File: src/sv/gmp_pkg.sv
`default_nettype none

package gmp_pkg;

    localparam int DEF_MAX_VERTS = 64;
    localparam int DEF_MAX_PRIMS = 126;

    localparam int CORNER_W  = 32;
    localparam int KIND_W    = 2;
    localparam int LOCAL_W   = 6;
    localparam int TOTAL_W   = 7;
    localparam int OFFSET_W  = 32;
    localparam int CFG_W     = 7;
    localparam int S_TDATA_W = 3 * CORNER_W;
    localparam int M_TDATA_W = CORNER_W + 3 * LOCAL_W + 2 * OFFSET_W + 2 * TOTAL_W;

    localparam logic [KIND_W-1:0] KIND_PRIM   = 2'd0;
    localparam logic [KIND_W-1:0] KIND_VERTEX = 2'd1;
    localparam logic [KIND_W-1:0] KIND_DESC   = 2'd2;

    localparam logic CFG_VERTEX_LIMIT = 1'b0;
    localparam logic CFG_PRIM_LIMIT   = 1'b1;

    localparam logic [CFG_W-1:0] VLIM_RESET = 7'd64;
    localparam logic [CFG_W-1:0] PLIM_RESET = 7'd126;
    localparam int VLIM_MIN = 3;
    localparam int PLIM_MIN = 1;

    localparam logic [1:0] SEL_A = 2'd0;
    localparam logic [1:0] SEL_B = 2'd1;
    localparam logic [1:0] SEL_C = 2'd2;

    typedef struct packed {
        logic       load;
        logic       compare;
        logic       decide;
        logic       flush;
        logic       add;
        logic [1:0] add_sel;
        logic       emit_prim;
        logic       emit_final;
    } cmd_t;

    typedef struct packed {
        logic       flush_needed;
        logic [2:0] corner_new;
        logic       out_free;
        logic       mesh_end;
    } status_t;

endpackage

`default_nettype wire

File: src/sv/gmp_ctrl.sv
`default_nettype none

module gmp_ctrl (
    input  wire logic             aclk,
    input  wire logic             aresetn,
    input  wire logic             s_tvalid,
    output logic                  s_tready,
    input  wire gmp_pkg::status_t status,
    output gmp_pkg::cmd_t         cmd
);
    import gmp_pkg::*;

    localparam logic [3:0] ST_IDLE  = 4'd0;
    localparam logic [3:0] ST_CMP   = 4'd1;
    localparam logic [3:0] ST_DEC   = 4'd2;
    localparam logic [3:0] ST_DESC  = 4'd3;
    localparam logic [3:0] ST_ADD_A = 4'd4;
    localparam logic [3:0] ST_ADD_B = 4'd5;
    localparam logic [3:0] ST_ADD_C = 4'd6;
    localparam logic [3:0] ST_PRIM  = 4'd7;
    localparam logic [3:0] ST_FINAL = 4'd8;

    logic [3:0] state_reg, state_next;

    assign s_tready = (state_reg == ST_IDLE);

    always_comb begin
        cmd        = '0;
        state_next = state_reg;
        unique case (state_reg)
            ST_IDLE: begin
                if (s_tvalid) begin
                    cmd.load   = 1'b1;
                    state_next = ST_CMP;
                end
            end
            ST_CMP: begin
                cmd.compare = 1'b1;
                state_next  = ST_DEC;
            end
            ST_DEC: begin
                cmd.decide = 1'b1;
                state_next = ST_DESC;
            end
            ST_DESC: begin
                if (!status.flush_needed) begin
                    state_next = ST_ADD_A;
                end else if (status.out_free) begin
                    cmd.flush  = 1'b1;
                    state_next = ST_ADD_A;
                end
            end
            ST_ADD_A: begin
                cmd.add_sel = SEL_A;
                if (!status.corner_new[0] || status.out_free) begin
                    cmd.add    = 1'b1;
                    state_next = ST_ADD_B;
                end
            end
            ST_ADD_B: begin
                cmd.add_sel = SEL_B;
                if (!status.corner_new[1] || status.out_free) begin
                    cmd.add    = 1'b1;
                    state_next = ST_ADD_C;
                end
            end
            ST_ADD_C: begin
                cmd.add_sel = SEL_C;
                if (!status.corner_new[2] || status.out_free) begin
                    cmd.add    = 1'b1;
                    state_next = ST_PRIM;
                end
            end
            ST_PRIM: begin
                if (status.out_free) begin
                    cmd.emit_prim = 1'b1;
                    state_next    = status.mesh_end ? ST_FINAL : ST_IDLE;
                end
            end
            ST_FINAL: begin
                if (status.out_free) begin
                    cmd.emit_final = 1'b1;
                    state_next     = ST_IDLE;
                end
            end
            default: begin
                state_next = ST_IDLE;
            end
        endcase
    end

    always_ff @(posedge aclk) begin
        if (!aresetn) begin
            state_reg <= ST_IDLE;
        end else begin
            state_reg <= state_next;
        end
    end

endmodule

`default_nettype wire

File: config.mk
export PLATFORM = sky130hd
export DESIGN_NAME = gmp_ctrl
export DESIGN_NICKNAME = d
export VERILOG_FILES = /design/src/sv/gmp_pkg.sv /design/src/sv/gmp_ctrl.sv
export SDC_FILE = /design/constraint.sdc
export NUM_CORES = 1
export LEC_CHECK = 0
export BUFFER_PORTS_ARGS = -buffer_cell sky130_fd_sc_hd__buf_2
export CAP_MARGIN = 40
export CORE_AREA = 2 2 39 41
export DETAILED_ROUTE_END_ITERATION = 7
export DIE_AREA = 0 0 41 43
export HOLD_SLACK_MARGIN = 0.1
export MAX_ROUTING_LAYER = met4
export PLACE_DENSITY = 0.7
export SYNTH_ARGS = -nofsm -noshare
export SYNTH_HDL_FRONTEND = slang
export SYNTH_SLANG_ARGS = --single-unit
File: constraint.sdc
create_clock -name aclk -period 3.9 [get_ports aclk]
set_input_delay 0.585 -clock aclk [delete_from_list [all_inputs] [get_ports aclk]]
set_output_delay 0.585 -clock aclk [all_outputs]
set_load 0.1 [all_outputs]
==> out/qor.txt, run 1 <==
Worst path arrival time -> 1.80 ns
Row count -> 14
DR WL met2 -> 539 um
Met3 WL -> 41 um
Dpl cells -> 82
R2r setup slk -> 1.91 ns
Diode count -> 0
PortBufs -> 18
Crit. End Element -> output port
Synth Area in Compound Gates -> 18.6%
FF-to-FF Start -> state_reg[0]$_SDFFE_PN0P_
Non-filler cells, final -> 85
Critical path data required time -> 3.31 ns
Fin. max-slew vios -> 0
Top_reg_cell synth -> dfxtp_1
Async set-reset flop share out of synthesis -> 0%
Largest family of logic cells by synthesized area -> simple AND/OR/NAND/NOR gates
Area leader, netlist -> dfxtp_1
F_max -> 0.420 GHz
# nets final -> 80
Post-synthesis cell type count -> 31
Syn Area/Cell -> 8.28 um2
Setup TNS -> 0 ns
Core footprint -> 1380 um2
Gpl congestion -> 0.743
CTS Buffer Depth -> 2
Post-synthesis cell count -> 52
Fillers -> 148
Reg2reg path depth -> 5
Final Hold Viols -> 0
M1 WL -> 472 um
Hold Path Class -> in2reg
Total track usage -> 14.1%
1st-iter DRT viols -> 4
Top cell type's share of synthesized area -> 18.6%
Setup repair bufs after CTS -> 0
Post-synthesis xor/xnor area fraction -> 2.03%
Reg clk slew, reported paths -> 0.04 ns
Layout cells sized above 1 -> 46.4%
Unrepaired setup endpoints after global routing -> no
Syn. warnings -> 0
Dpl hpwl -> 787 um
Antenna violations before repair -> 0
Hold_buf cts -> 0
Final ANT Viol Nets -> 0
Die footprint -> 1760 um2
CTS buffer count -> 3
Actual slew at the worst max-slew pin -> 0.527 ns
P&R area growth vs syn -> 29.9%
Remaining Overflow, GRT -> 0
Total Wirelength -> 1050 um
Startpoint types -> flip-flop
Die W -> 41 um
First-pass GRT wire length -> 1680 um
Total number of vias -> 435
Final setup fails -> 0
Root buf cell -> clkbuf_4
Worst slew margin -> 64.8%
Seq/Total Area, Yosys -> 18.6%
CTS H-Tree Depth -> 1
Post-synthesis simple-gate area fraction -> 45.1%
DR WL/cell -> 12.4 um
Main area contributors after synthesis -> dfxtp_1 19%, buf_6 5.2%, nand2_1 5.2%, nor2_1 5.2%, nand4_4 4.9%
Area share of fa/ha/maj cells after synthesis -> 0%
MaxCap Viol Count -> 0
Post-synth top cells -> 6 x nand2_1, 6 x nor2_1, 4 x dfxtp_1, 3 x inv_1, 3 x nor4_1
Vias per cell -> 5.12
Final period utilization -> 61.1%
CP Class -> reg2out
Post-CTS Resized -> 0
Die H -> 43 um
Area after DPL -> 537 um2
Final Critical Period -> 2.38 ns
TritonCTS Sinks -> 4
Reg2Reg Capture Point -> state_reg[1]$_SDFFE_PN0P_
Ports -> 19
FF+latch count, synth -> 4
Clk_skew -> 0.00431 ns
Drt first pass iters -> 2
Mapped cell area -> 430 um2
Top routing layer in use -> met3
Clock latency on the worst-skew pair -> 0.23 ns
WHS Endpoint -> state_reg[0]$_SDFFE_PN0P_
Maximum number of pins on one net before global-route repair -> 15
Mapped Nets -> 61
Initial core utilization -> 31.1%
Status -> complete, no violations
TritonCTS clock tree -> yes
Post-synthesis mux area share -> 4.94%
Design Area, Final -> 559 um2
Maximum fanout along the worst path -> 14
DRC Markers -> 0
Number of flops mapped to enable cells by yosys -> 0
Max FFs per register -> 4
Min-delay src -> aresetn
Hold Path Stages -> 2
Number of global-route vias before repair -> 408
-- through the flow --
step	setup WS (ns)	hold slack [ns]	utilization, %
floorplan	-0.125	0.615	-
global placement	1.64	0.661	38.8
detailed placement	1.63	0.676	38.8
CTS	1.51	0.614	40.4
global route	1.40	0.628	40.4
finish	1.52	0.609	40.4
-- worst max path at each step --
stage	startpoint	end	slack, ns	cells after the start
6_report	state_reg[1]$_SDFFE_PN0P_	cmd[3]	1.52	2
5_1_grt	state_reg[1]$_SDFFE_PN0P_	cmd[5]	1.40	3
4_1_cts	state_reg[0]$_SDFFE_PN0P_	cmd[5]	1.51	3
3_5_place_dp	status[1]	cmd[4]	1.63	5
3_3_place_gp	status[1]	cmd[4]	1.64	5
2_1_floorplan	status[1]	cmd[0]	-0.13	2
-- cells by family after synthesis --
logic type,after synthesis
buf+inv,7
mux,2
xor+xnor,1
simple gates,30
compound gates,8
flops,4
-- cell type report --
| type | instances | area, um2 | share of cell area [%] |
|---|---|---|---|
| Timing Repair Buffer | 18 | 90.1 | 16.1 |
| Inverter | 3 | 11.3 | 2.01 |
| Tap cell | 16 | 20.0 | 3.58 |
| Clock buffer | 3 | 22.5 | 4.03 |
| Multi-Input combinational cell | 41 | 335 | 60.0 |
| Sequential cell | 4 | 80.1 | 14.3 |
-- worst max-delay path, stage by stage (launching register included) --
cell and delay [ns]:
dfxtp_1 0.63, nor4bb_2 0.43, buf_2 0.49
-- per-layer routing --
metal / global-route usage (%) / up-vias
li1: - / 224
met5: - / -
met4: 6.00 / 0
met3: 3.14 / 0
met2: 22.8 / 10
met1: 15.7 / 201
-- cell usage in the layout, fill, tap and decap left out, types with 2 or more instances in the layout --
master     n
nand2_1    6
a21boi_1   2
nand2b_1   2
nor4bb_2   2
inv_1      3
clkbuf_4   3
dfxtp_1    4
nor4_2     2
buf_2     18
nor2_1     6
Power of run 1 is left out: the tool's default activity adds up to more than one toggle a clock period on the data nets, which glitch-free logic cannot reach.
==> run 2: changes to the inputs <==
clock period = 2.3 ns   (was 3.9 ns; I/O delays follow)
==> run 2 against run 1 <==
Compared with the run above: critical path depth stayed put; routed wire length is 9.7% lower; hold slack lost 0.24 ns; sequential cell count unchanged; sequential share of layout area fell by 0.54 points; final cell count did not move; clock skew up 0.0011 ns; global-route usage fell by 1.3 points; core utilization increased by 2.9 points; design area increased by 7.2%; largest cell class unchanged.
==> out/qor.txt, run 2 (synthesis results as in run 1) <==
Status -> complete, no violations
Hold Path Stages -> 2
Row count -> 14
DRC Markers -> 0
Total track usage -> 12.8%
# nets final -> 80
Setup TNS -> 0 ns
Footprint of the multi-input gates -> 373 um2
Diode count -> 0
P&R area growth vs syn -> 39.2%
Post-CTS Resized -> 0
Crit-path cells -> nor4bb_4 > buf_2
CTS H-Tree Depth -> 1
CP top delay family -> flip-flops
Ports -> 19
Max FFs per register -> 4
Clock latency on the worst-skew pair -> 0.23 ns
Die W -> 41 um
Final setup fails -> 0
F_max -> 0.488 GHz
Clk_skew -> 0.00545 ns
CTS buffer count -> 3
TritonCTS Sinks -> 4
Worst stage delay on the critical path -> 0.59 ns
Setup repair bufs after CTS -> 0
FF-to-FF Start -> state_reg[0]$_SDFFE_PN0P_
MaxCap Viol Count -> 0
DR WL/cell -> 11.2 um
Drt first pass iters -> 3
Number of global-route vias before repair -> 361
Core footprint -> 1380 um2
TritonCTS clock tree -> yes
Storage element area -> 82.6 um2
PortBufs -> 18
First-pass GRT wire length -> 1510 um
Die footprint -> 1760 um2
Utilization of the core after routing -> 43.3%
Hold_buf cts -> 0
CP Class -> reg2out
Fillers -> 141
Critical path data required time -> 1.96 ns
Min-delay src -> aresetn
Actual slew at the worst max-slew pin -> 0.626 ns
Worst slew margin -> 58.2%
Final Critical Period -> 2.05 ns
Maximum fanout along the worst path -> 10
Most frequent cells in the layout -> 18 x buf_2, 6 x nand2_1, 6 x nor2_1
Crit. End Element -> output port
Vias per cell -> 5.16
Hold Path Class -> in2reg
Root buf cell -> clkbuf_4
Post-place setup slack -> 0.386 ns
Most common cell after layout, fill and taps aside -> buf_2
Final Hold Viols -> 0
CTS Buffer Depth -> 2
Unrepaired setup endpoints after global routing -> no
Final ANT Viol Nets -> 0
Total Wirelength -> 951 um
Final period utilization -> 89.2%
Layout cells sized above 1 -> 52.2%
Gpl congestion -> 0.718
Total number of vias -> 439
Reg clk slew, reported paths -> 0.04 ns
1st-iter DRT viols -> 2
Antenna violations before repair -> 0
Fin. max-slew vios -> 0
Worst setup margin -> 0.249 ns
Initial core utilization -> 31.1%
Worst setup path startpoint -> state_reg[2]$_SDFFE_PN0P_
Remaining Overflow, GRT -> 0
Worst Path Buf+Inv -> 1
Worst path arrival time -> 1.71 ns
Dpl hpwl -> 732 um
Reg2reg path depth -> 5
Die H -> 43 um
Slowest stage cell, crit path -> dfxtp_1
Stages on worst setup path -> 2
Maximum number of pins on one net before global-route repair -> 15
Startpoint types -> flip-flop
[run 2: cell type report]
| cell class | instances | share of cell area (%) |
|---|---|---|
| multi-input cells | 41 | 62.2 |
| repair buffers | 18 | 15.0 |
| flip-flops and latches | 4 | 13.8 |
| clock buffers | 3 | 3.76 |
| well taps | 16 | 3.34 |
| inverters | 3 | 1.88 |
[run 2: path summary, 6_finish.rpt]
path	slack (ns)	to
max	0.25	cmd[2]
min	0.37	state_reg[0]$_SDFFE_PN0P_
max reg2reg	0.39	state_reg[1]$_SDFFE_PN0P_
min reg2reg	0.59	state_reg[1]$_SDFFE_PN0P_
[run 2: metal layers]
layer,GRT usage [%],share of wire [%],vias up
met2,16.6,47,13
li1,-,-,222
met4,2.00,0,0
met3,6.28,6.6,0
met1,18.0,46,204
met5,-,0,-
[run 2: through the flow]
step | area [um2] | cells | hold WS, ns
after floorplan | 502 | 52 | 0.473
after global placement | 577 | 82 | 0.595
after detailed placement | 577 | 82 | 0.593
after CTS | 599 | 85 | 0.370
after global routing | 599 | 85 | 0.387
final | 599 | 85 | 0.373
Power of run 2 is left out for the same reason.
==> run 3: changes to the inputs <==
REMOVE_ABC_BUFFERS = 1   (was not set)
==> run 3 against run 2 <==
Compared with the run above: core utilization down 5.2 points; global-route usage is 1.2 points lower; hold slack better by 0.010 ns; first-iteration DRC count is the same; critical path depth unchanged; maximum frequency fell by 2.1%; worst setup slack got worse by 0.045 ns; clock-buffer cell count did not move; via count fell by 4.8%; non-clock buffer count stayed put; sequential share of layout area grew 1.4 points; die area unchanged; critical path type unchanged.
==> out/qor.txt, run 3 (synthesis results as in run 1) <==
# nets final -> 80
CP Class -> reg2out
R2r setup slk -> 0.39 ns
TritonCTS Sinks -> 4
Worst slew margin -> 67.7%
Vias per cell -> 4.92
Fin. max-slew vios -> 0
Most common cell after layout, fill and taps aside -> buf_2
Actual slew at the worst max-slew pin -> 0.488 ns
Layout cells sized above 1 -> 39.1%
Critical path data required time -> 1.96 ns
Unrepaired setup endpoints after global routing -> no
Diode count -> 0
Most frequent cells in the layout -> 18 x buf_2, 6 x nand2_1, 6 x nor2_1
Row count -> 14
Total track usage -> 11.5%
Clk_skew -> 0.000298 ns
MaxCap Viol Count -> 0
WHS Endpoint -> state_reg[0]$_SDFFE_PN0P_
P&R area growth vs syn -> 22.7%
FF-to-FF Start -> state_reg[0]$_SDFFE_PN0P_
Final Hold Viols -> 0
Dpl hpwl -> 692 um
Ports -> 19
Remaining Overflow, GRT -> 0
DRC Markers -> 0
Hold Path Class -> in2reg
F_max -> 0.477 GHz
Drt first pass iters -> 3
Reg2Reg Capture Point -> state_reg[1]$_SDFFE_PN0P_
Setup repair bufs after CTS -> 0
First-pass GRT wire length -> 1390 um
Maximum number of pins on one net before global-route repair -> 15
Root buf cell -> clkbuf_4
Core footprint -> 1380 um2
Gpl congestion -> 0.717
Initial core utilization -> 31.1%
Crit. End Element -> output port
Worst path arrival time -> 1.75 ns
PortBufs -> 18
Status -> complete, no violations
Reg2reg path depth -> 5
Startpoint types -> flip-flop
Maximum fanout along the worst path -> 14
Max FFs per register -> 4
Reg clk slew, reported paths -> 0.03 ns
Hold_buf cts -> 0
Final ANT Viol Nets -> 0
Number of global-route vias before repair -> 360
TritonCTS clock tree -> yes
Clock latency on the worst-skew pair -> 0.23 ns
Antenna violations before repair -> 0
Die footprint -> 1760 um2
CTS Buffer Depth -> 2
Total number of vias -> 418
Total Wirelength -> 899 um
Final Critical Period -> 2.10 ns
1st-iter DRT viols -> 2
Hold Path Stages -> 2
Die W -> 41 um
Final period utilization -> 91.1%
DR WL/cell -> 10.6 um
Final hold slack -> 0.383 ns
CTS buffer count -> 3
Final setup fails -> 0
Post-CTS Resized -> 0
Min-delay src -> aresetn
Utilization of the core after routing -> 38.2%
Die H -> 43 um
Fillers -> 153
CTS H-Tree Depth -> 1
==> run 3: cell counts in the layout (fill, tap and decap cells not counted) <==
No cell type changed its count.
==> run 3: final cells by class <==
| cell class | instances | area, um2 | share of cell area, % |
|---|---|---|---|
| multi-input combinational | 41 | 304 | 57.6 |
| timing repair buffer | 18 | 90.1 | 17.1 |
| tap | 16 | 20.0 | 3.79 |
| clock buffer | 3 | 22.5 | 4.27 |
| sequential | 4 | 80.1 | 15.2 |
| inverter | 3 | 11.3 | 2.13 |
==> run 3: worst max-delay path by stage <==
stage                     slack (ns)                       from                         to
after global placement          0.42  state_reg[0]$_SDFFE_PN0P_  state_reg[1]$_SDFFE_PN0P_
final                           0.20  state_reg[1]$_SDFFE_PN0P_                     cmd[3]
after detailed placement        0.38  state_reg[1]$_SDFFE_PN0P_  state_reg[1]$_SDFFE_PN0P_
after floorplan                -2.58  state_reg[1]$_SDFFE_PN0P_  state_reg[1]$_SDFFE_PN0P_
after global routing            0.02  state_reg[1]$_SDFFE_PN0P_                     cmd[5]
after CTS                       0.15  state_reg[1]$_SDFFE_PN0P_                     cmd[5]
==> run 3: layer usage <==
| metal | up-vias | share of wire, % | GRT usage (%) |
|---|---|---|---|
| li1 | 221 | - | - |
| met1 | 189 | 46 | 13.8 |
| met2 | 8 | 50 | 16.9 |
| met3 | 0 | 3.9 | 1.57 |
| met4 | 0 | 0 | 8.00 |
| met5 | - | 0 | - |
==> run 3: critical path, stage by stage (launching register included) <==
cell and delay (ns):
dfxtp_1 0.56, nor4bb_1 0.45, buf_2 0.50
==> run 3: per-stage QoR <==
stage / setup TNS (ns) / setup WS (ns) / cell area, um2 / cells
floorplan: -22.30 / -2.58 / 395 / 48
global placement: 0 / 0.425 / 505 / 82
detailed placement: 0 / 0.384 / 505 / 82
CTS: 0 / 0.154 / 528 / 85
global route: 0 / 0.0151 / 528 / 85
finish: 0 / 0.205 / 528 / 85
Power of run 3 is left out for the same reason.
